$ cat src/hw/rtl/spit_pkg.sv
`timescale 1ns / 1ps
// spit_pkg: types, codes and field helpers for the speed profile table
// used by spit_ctrl, spit_dp and the top level; no dependencies
package spit_pkg;

    localparam logic [1:0] KIND_APPEND = 2'd0;
    localparam logic [1:0] KIND_TIME   = 2'd1;
    localparam logic [1:0] KIND_DIST   = 2'd2;
    localparam logic [1:0] KIND_CLEAR  = 2'd3;

    localparam logic [1:0] ST_OK    = 2'd0;
    localparam logic [1:0] ST_RANGE = 2'd1;
    localparam logic [1:0] ST_ORDER = 2'd2;
    localparam logic [1:0] ST_FULL  = 2'd3;

    localparam logic [2:0] FLD_DIST  = 3'd0;
    localparam logic [2:0] FLD_STAMP = 3'd1;
    localparam logic [2:0] FLD_SPEED = 3'd2;
    localparam logic [2:0] FLD_ACCEL = 3'd3;
    localparam logic [2:0] FLD_JERK  = 3'd4;
    localparam logic [2:0] FLD_END   = 3'd5;

    localparam logic [1:0] ADDR_MID  = 2'd0;
    localparam logic [1:0] ADDR_LOM1 = 2'd1;
    localparam logic [1:0] ADDR_LO   = 2'd2;
    localparam logic [1:0] ADDR_ZERO = 2'd3;

    typedef struct packed {
        logic signed [31:0] distance;
        logic signed [31:0] stamp;
        logic signed [31:0] speed;
        logic signed [31:0] accel;
        logic signed [31:0] jerk;
    } point_t;

    typedef struct packed {
        logic       load;
        logic       exec;
        logic       srch_cmp;
        logic [1:0] rd_sel;
        logic       cap_x0;
        logic       cap_x1;
        logic       take_entry;
        logic       prep;
        logic       fld_clr;
        logic       fld_next;
        logic       key_res;
        logic       diff;
        logic       mul;
        logic       div_start;
        logic       wr_res;
        logic       push;
    } spit_cmd_t;

    typedef struct packed {
        logic query_go;
        logic n_zero;
        logic lo_zero;
        logic fld_done;
        logic fld_is_key;
        logic div_done;
        logic out_free;
    } spit_sts_t;

    function automatic logic signed [31:0] get_field(input point_t p, input logic [2:0] f);
        logic signed [31:0] v;
        case (f)
            FLD_DIST:  v = p.distance;
            FLD_STAMP: v = p.stamp;
            FLD_SPEED: v = p.speed;
            FLD_ACCEL: v = p.accel;
            default:   v = p.jerk;
        endcase
        return v;
    endfunction

    function automatic point_t set_field(input point_t p, input logic [2:0] f,
                                         input logic signed [31:0] v);
        point_t r;
        r = p;
        case (f)
            FLD_DIST:  r.distance = v;
            FLD_STAMP: r.stamp = v;
            FLD_SPEED: r.speed = v;
            FLD_ACCEL: r.accel = v;
            default:   r.jerk = v;
        endcase
        return r;
    endfunction

    function automatic logic signed [31:0] sat33(input logic signed [32:0] v);
        logic signed [31:0] r;
        if (v[32] != v[31])
            r = v[32] ? 32'sh8000_0000 : 32'sh7fff_ffff;
        else
            r = v[31:0];
        return r;
    endfunction

    function automatic logic signed [31:0] sat34(input logic signed [33:0] v);
        logic signed [31:0] r;
        if (v > 34'sh0_7fff_ffff)
            r = 32'sh7fff_ffff;
        else if (v < -34'sh0_8000_0000)
            r = 32'sh8000_0000;
        else
            r = v[31:0];
        return r;
    endfunction

endpackage

$ cat src/hw/rtl/spit_ctrl.sv
`timescale 1ns / 1ps
// spit_ctrl: sequencer for append, clear, search and interpolation
// depends on spit_pkg
module spit_ctrl
    import spit_pkg::*;
(
    input  logic      clk,
    input  logic      rst_n,
    input  logic      in_valid,
    output logic      in_stall,
    input  spit_sts_t sts,
    output spit_cmd_t cmd
);

    localparam logic [3:0] S_IDLE  = 4'd0;
    localparam logic [3:0] S_EXEC  = 4'd1;
    localparam logic [3:0] S_SRCH  = 4'd2;
    localparam logic [3:0] S_SCMP  = 4'd3;
    localparam logic [3:0] S_ENT   = 4'd4;
    localparam logic [3:0] S_RDA   = 4'd5;
    localparam logic [3:0] S_CAPB  = 4'd6;
    localparam logic [3:0] S_PREP  = 4'd7;
    localparam logic [3:0] S_FSEL  = 4'd8;
    localparam logic [3:0] S_FDIFF = 4'd9;
    localparam logic [3:0] S_FMUL  = 4'd10;
    localparam logic [3:0] S_FDIV  = 4'd11;
    localparam logic [3:0] S_FWAIT = 4'd12;
    localparam logic [3:0] S_FIN   = 4'd13;

    logic [3:0] state_reg;
    logic [3:0] state_next;

    always_ff @(posedge clk or negedge rst_n)
    begin
        if (!rst_n)
            state_reg <= S_IDLE;
        else
            state_reg <= state_next;
    end

    assign in_stall = (state_reg != S_IDLE);

    always_comb
    begin
        cmd        = '0;
        cmd.rd_sel = ADDR_MID;
        state_next = state_reg;
        unique case (state_reg)
            S_IDLE:
            begin
                if (in_valid)
                begin
                    cmd.load   = 1'b1;
                    state_next = S_EXEC;
                end
            end
            S_EXEC:
            begin
                cmd.exec   = 1'b1;
                state_next = sts.query_go ? S_SRCH : S_FIN;
            end
            S_SRCH:
            begin
                if (!sts.n_zero)
                begin
                    cmd.rd_sel = ADDR_MID;
                    state_next = S_SCMP;
                end
                else if (sts.lo_zero)
                begin
                    cmd.rd_sel = ADDR_ZERO;
                    state_next = S_ENT;
                end
                else
                begin
                    cmd.rd_sel = ADDR_LOM1;
                    state_next = S_RDA;
                end
            end
            S_SCMP:
            begin
                cmd.srch_cmp = 1'b1;
                state_next   = S_SRCH;
            end
            S_ENT:
            begin
                cmd.take_entry = 1'b1;
                state_next     = S_FIN;
            end
            S_RDA:
            begin
                cmd.cap_x0 = 1'b1;
                cmd.rd_sel = ADDR_LO;
                state_next = S_CAPB;
            end
            S_CAPB:
            begin
                cmd.cap_x1 = 1'b1;
                state_next = S_PREP;
            end
            S_PREP:
            begin
                cmd.prep    = 1'b1;
                cmd.fld_clr = 1'b1;
                state_next  = S_FSEL;
            end
            S_FSEL:
            begin
                if (sts.fld_done)
                    state_next = S_FIN;
                else if (sts.fld_is_key)
                begin
                    cmd.key_res  = 1'b1;
                    cmd.fld_next = 1'b1;
                end
                else
                    state_next = S_FDIFF;
            end
            S_FDIFF:
            begin
                cmd.diff   = 1'b1;
                state_next = S_FMUL;
            end
            S_FMUL:
            begin
                cmd.mul    = 1'b1;
                state_next = S_FDIV;
            end
            S_FDIV:
            begin
                cmd.div_start = 1'b1;
                state_next    = S_FWAIT;
            end
            S_FWAIT:
            begin
                if (sts.div_done)
                begin
                    cmd.wr_res   = 1'b1;
                    cmd.fld_next = 1'b1;
                    state_next   = S_FSEL;
                end
            end
            S_FIN:
            begin
                if (sts.out_free)
                begin
                    cmd.push   = 1'b1;
                    state_next = S_IDLE;
                end
            end
            default:
                state_next = S_IDLE;
        endcase
    end

endmodule

$ cat config.mk
export PLATFORM = sky130hd
export DESIGN_NAME = spit_ctrl
export DESIGN_NICKNAME = d
export VERILOG_FILES = /design/src/hw/rtl/spit_pkg.sv /design/src/hw/rtl/spit_ctrl.sv
export SDC_FILE = /design/constraint.sdc
export NUM_CORES = 1
export LEC_CHECK = 0
export BUFFER_PORTS_ARGS = -buffer_cell sky130_fd_sc_hd__buf_2
export CORE_AREA = 2 2 39 41
export DETAILED_ROUTE_END_ITERATION = 10
export DIE_AREA = 0 0 41 43
export PLACE_DENSITY = 0.76
export SKIP_LAST_GASP = 1
export SLEW_MARGIN = 20
export SYNTH_ARGS = -nofsm -noshare
export SYNTH_HDL_FRONTEND = slang
export SYNTH_SLANG_ARGS = --single-unit
$ cat constraint.sdc
create_clock -name clk -period 2.8 [get_ports clk]
set_input_delay 0.7 -clock clk [delete_from_list [all_inputs] [get_ports clk]]
set_output_delay 0.7 -clock clk [all_outputs]
set_load 0.02 [all_outputs]
==> run_results.csv, run 1 <==
group,metric,value,unit
pwr,swShare,53.7,%
die,die_height,43,um
pwr,netSwitchingPower,390,uW
yosys,avgSynthCellArea,6.99,sq um
cts,holdBufCountCts,0,
layout,antenna_cells,0,
die,coreArea,0.00138,sq mm
route,routedWlPerCell,11.6,um
route,wl,1330,um
yosys,synth_area,510,sq um
yosys,synth_ff_type,"dfrtp_1",
sta,hold_viol_final,0,
worst_setup_path,ff2ff_setup_slack,1.25,ns
route,drc_errors,0,
yosys,synthTopCellsByArea,"dfrtp_1, nor2_1, nand2_1",
route,drt_iter0_drc,13,
pwr,power_density,1090,mW/mm^2
sta,fin_skew,0.000298,ns
sta,max_clock_freq,0.411,GHz
placed_design,port_buffers,27,
die,die-area,0.00176,sq mm
layout,layout.cells.non_filler,115,
cts,clk_latency,0.25,ns
sta,setup_slack,0.365,ns
worst_setup_path,worst_ep_arrival_time,1.73,ns
placed_design,post-place-cells,112,
global_route,overflow,0,
yosys,seq_area_frac_synth,19.6,%
yosys,synth_warnings,0,
layout,largest_reg_flops,4,
yosys,synth-edff-count,0,
die,start_util,36.9,%
sta,finalCritPeriodShare,87.0,%
pwr,ir_drop,0.665,mV
die,rows,14,
worst_setup_path,worstSetupStartpointType,"flop",
global_route,grt_first_pass_wirelength,2050,um
cts,clk_pin_slew,0.04,ns
worst_setup_path,required,2.10,ns
pwr,p_leak,0.000347,uW
worst_setup_path,worstRegToRegCells,4,
yosys,synth_top_area_share,19.6,%
placed_design,place_hpwl,989,um
yosys,synth.net_count,83,
layout,fin_area,667,sq um
placed_design,place_congestion,0.863,
pwr,clkPwrFrac,10.7,%
pwr,pwr-share-seq,17.9,%
worst_setup_path,startpoint,"state_reg[0]",
worst_setup_path,crit_fanout,11,
global_route,grtUsageTotal,16.8,%
yosys,synth_top_area_cell,"dfrtp_1",
yosys,synth-seq-cells,4,
cts,clock-sinks,4,
cts,cts-resized-gates,0,
sta,setup-tns-final,0,ns
worst_setup_path,crit_path_end,"cmd[6]",
sta,min_period,2.43,ns
cts,cts_root_buf,"clkbuf_4",
placed_design,pre_cts_slack,0.558,ns
cts,cts_tree,"done",
worst_setup_path,timing.rr.start,"state_reg[0]",
route,firstDrtPassIters,4,
sta,finalMaxSlewViolations,0,
yosys,netlist_instances,73,
yosys,yosysMostFrequentCell,"nor2_1",
placed_design,place_area,644,sq um
outcome,outcome,"complete, no violations",
worst_setup_path,end_kind,"output port",
layout,synthToLayoutAreaGrowth,30.6,%
yosys,synth.distinct_cells,37,
worst_setup_path,path_class,"reg2out",
cts,post_cts_buffers,0,
route,ant_nets,0,
global_route,grt_pass1_vias,520,
flow_run,maxCapViolations,0,
sta,slew_headroom,74.7,%
sta,setup_viol,0,
sta,rsz0062_at_grt,"false",
yosys,async_flop_share,100,%
global_route,grt_max_degree,20,
layout,nNetsFinal,111,
worst_hold_path,hold_path.class,"in2async",
pwr,comb_power_share,71.4,%
route,viasPerCell,5.33,
yosys,synthTopCellsByCount,"nor2_1, nand2_1, a21oi_1, dfrtp_1, nor3_1",
die,dieWidth,41,um
route,vias,613,
pwr,p_int,336,uW
worst_setup_path,r2r_end,"state_reg[0]",
layout,drive_above_1_share,40.4,%
cts,numCtsBuffers,3,
cts,h-tree-depth,1,
layout,fillCellCount,143,
global_route,grt_antenna_before_repair,0,
cts,clock_path_buffers,2,
sta,worstMarginPinSlew,0.374,ns
die,ioPinCount,28,
==> final cells by class <==
type / instances / area (sq um) / share of cell area, %
inverter: 3 / 11.3 / 1.69
clock buffer: 3 / 22.5 / 3.38
timing repair buffer: 29 / 150 / 22.5
sequential: 4 / 100 / 15.0
multi-input combinational: 60 / 363 / 54.4
tap: 16 / 20.0 / 3.00
==> metrics by stage <==
step	utilization, %	total power [uW]	hold slack (ns)
after floorplan	-	532	0.404
after global placement	46.6	638	0.508
after detailed placement	46.6	644	0.508
after CTS	48.2	721	0.257
after global routing	48.2	775	0.254
final	48.2	726	0.251
==> worst max-delay path, stage by stage, from the launching register on <==
cell     delay (ns)
dfrtp_1        0.49
or2_4          0.32
nor4_4         0.35
or2_2          0.17
buf_2          0.15
==> placed cells by master, fill, tap and decap left out, types with 2 or more instances in the layout <==
cell	Yosys	routed
buf_4	1	2
clkbuf_4	0	3
nand2b_1	3	3
and3_1	2	2
buf_2	2	27
nor2_1	14	14
nand3b_1	2	2
nor3_1	4	4
dfrtp_1	4	4
a21oi_1	4	4
nand2_1	6	6
o21ai_0	3	3
inv_1	3	3
==> cells by family (layout without fill, tap and decap cells) <==
kind of cell	count (synthesis)	in the layout	synth area share, %
and+or+nand+nor	43	43	48.0
DFF	4	4	19.6
muxes	1	1	2.21
AOI/OAI and AO/OA	16	16	20.8
buffers and inverters	9	35	9.31
==> power groups by stage <==
stage          Clock (uW)  Sequential [uW]  Combinational, uW
6_report             77.6              130                518
5_1_grt              78.7              137                560
4_1_cts              75.3              128                517
3_5_place_dp            0              129                515
3_3_place_gp            0              127                510
2_1_floorplan           0              105                426
==> worst min-delay path by stage <==
stage          start      endpoint  slack, ns  depth (start not counted)
2_1_floorplan  rst_n  state_reg[0]       0.40                          0
3_3_place_gp   rst_n  state_reg[3]       0.51                          1
3_5_place_dp   rst_n  state_reg[3]       0.51                          1
4_1_cts        rst_n  state_reg[0]       0.26                          1
5_1_grt        rst_n  state_reg[1]       0.25                          1
6_report       rst_n  state_reg[3]       0.25                          1
==> per-layer routing <==
layer  vias to the layer above  GRT usage (%)  share of wire (%)
li1                        312              -                  -
met1                       278           19.5                 46
met2                        20           27.5                 47
met3                         3           3.66                5.9
met4                         0           8.00                1.4
met5                         -              0                  0
Note: power is estimated with default switching activity, not from simulation.
==> inputs of run 2 (changes only) <==
- ABC_AREA: default -> 1
- PLACE_DENSITY: 0.76 -> 0.67
==> run_results.csv, run 2 <==
group,metric,value,unit
route,wl,1290,um
route,viasPerCell,4.81,
yosys,async_flop_share,100,%
flow_run,maxCapViolations,0,
yosys,synth_ff_type,"dfrtp_1",
global_route,grtUsageTotal,17.5,%
sta,rsz0062_at_grt,"false",
die,ioPinCount,28,
cts,cts_root_buf,"clkbuf_4",
sta,hold_viol_final,0,
cts,clock_path_buffers,2,
route,drc_errors,0,
placed_design,port_buffers,27,
sta,fin_skew,0.00170,ns
worst_setup_path,required,2.10,ns
sta,hold_ws,0.266,ns
cts,clk_pin_slew,0.04,ns
yosys,yosysMostFrequentCell,"nand2_1",
route,vias,630,
die,dieWidth,41,um
pwr,ir_drop,0.408,mV
sta,slew_headroom,76.9,%
layout,antenna_cells,0,
layout,fin_area,641,sq um
layout,final_util,46.3,%
die,rows,14,
layout,nNetsFinal,127,
cts,clock-sinks,4,
sta,finalCritPeriodShare,78.8,%
worst_setup_path,worst_ep_arrival_time,1.51,ns
sta,setup_viol,0,
yosys,netlist_instances,86,
yosys,synth_top_area_cell,"dfrtp_1",
cts,cts_tree,"done",
yosys,synth_warnings,0,
pwr,power_density,1060,mW/mm^2
route,ant_nets,0,
worst_setup_path,path_class,"reg2out",
global_route,grt_first_pass_wirelength,2110,um
layout,mostFrequentLayoutCells,"buf_2, nand2_1, inv_1, nor2_1, nand3_1",
layout,largest_reg_flops,4,
layout,drive_above_1_share,30.4,%
yosys,synth_top_area_share,21.3,%
route,firstDrtPassIters,4,
placed_design,place_congestion,0.814,
layout,fillCellCount,163,
outcome,outcome,"complete, no violations",
global_route,overflow,0,
cts,numCtsBuffers,3,
cts,clk_latency,0.23,ns
die,die_height,43,um
global_route,grt_antenna_before_repair,0,
placed_design,place_area,618,sq um
sta,max_clock_freq,0.453,GHz
worst_setup_path,worstSetupStartpointType,"flop",
worst_setup_path,end_kind,"output port",
placed_design,place_hpwl,1080,um
layout,final_common_cell,"buf_2",
route,routedWlPerCell,9.82,um
sta,finalMaxSlewViolations,0,
yosys,synth-edff-count,0,
yosys,synth.net_count,96,
yosys,avgSynthCellArea,5.47,sq um
die,die-area,0.00176,sq mm
sta,setup-tns-final,0,ns
die,coreArea,0.00138,sq mm
yosys,synthTopCellsByCount,"nand2_1, inv_1, nor2_1, nand3_1",
cts,h-tree-depth,1,
worst_hold_path,hold_path.class,"in2async",
yosys,synth.distinct_cells,14,
yosys,seq_area_frac_synth,21.3,%
cts,cts-resized-gates,0,
sta,min_period,2.21,ns
worst_setup_path,crit_fanout,5,
cts,post_cts_buffers,0,
yosys,synth_area,470,sq um
global_route,grt_max_degree,8,
layout,synthToLayoutAreaGrowth,36.2,%
sta,worstMarginPinSlew,0.345,ns
global_route,grt_pass1_vias,514,
route,drt_iter0_drc,14,
cts,holdBufCountCts,0,
yosys,synthTopCellsByArea,"dfrtp_1, nand2_1, inv_1",
die,start_util,34.0,%
yosys,synth-seq-cells,4,
pwr,p_leak,0.000445,uW
[run 2: per-layer routing]
metal / track usage [%] / share of wire [%]
met3: 7.85 / 8.5
met4: 2.00 / 0
met5: 0 / 0
met1: 23.1 / 44
met2: 26.6 / 47
[run 2: where the power goes]
part           internal (uW)  total [uW]  switching (uW)
sequential              88.9         138            49.5
clock                   47.8        69.6            21.8
combinational            150         472             321
total                    287         679             393
[run 2: kinds of logic after synthesis]
logic type / synth area share (%)
AND/OR/NAND/NOR: 51.1
flip-flops: 21.3
buffers and inverters: 17.6
AO/OA/AOI/OAI: 10.1
[run 2: worst paths after layout]
check / startpoint / endpoint / slack [ns] / depth (start not counted)
worst max-delay path: state_reg[2] / cmd[13] / 0.59 / 5
worst min-delay path: rst_n / state_reg[1] / 0.27 / 1
worst max register to register: state_reg[1] / state_reg[3] / 1.49 / 6
worst min register to register: state_reg[3] / state_reg[3] / 0.63 / 2
max in group asynchronous: rst_n / state_reg[3] / 2.42 / 1
min in group clk: state_reg[3] / state_reg[3] / 0.63 / 2
[run 2: layout make-up]
type,instances,area [sq um],share of cell area (%)
Clock buffer,3,22.5,3.52
Inverter,20,75.1,11.7
Multi-Input combinational cell,61,288,44.9
Sequential cell,4,100,15.6
Tap cell,16,20.0,3.13
Timing Repair Buffer,27,135,21.1
[run 2: per-stage QoR]
stage	setup slack [ns]	std cells	power [uW]
after CTS	0.585	131	686
after global routing	0.445	131	760
after detailed placement	0.771	128	610
final	0.593	131	679
after floorplan	0.847	86	482
after global placement	0.828	128	600
[run 2: worst max-delay path, stage by stage (launching register included)]
cell     delay, ns
dfrtp_1       0.44
inv_1         0.16
nand2_1       0.15
nor2_1        0.21
a31o_2        0.18
buf_2         0.15
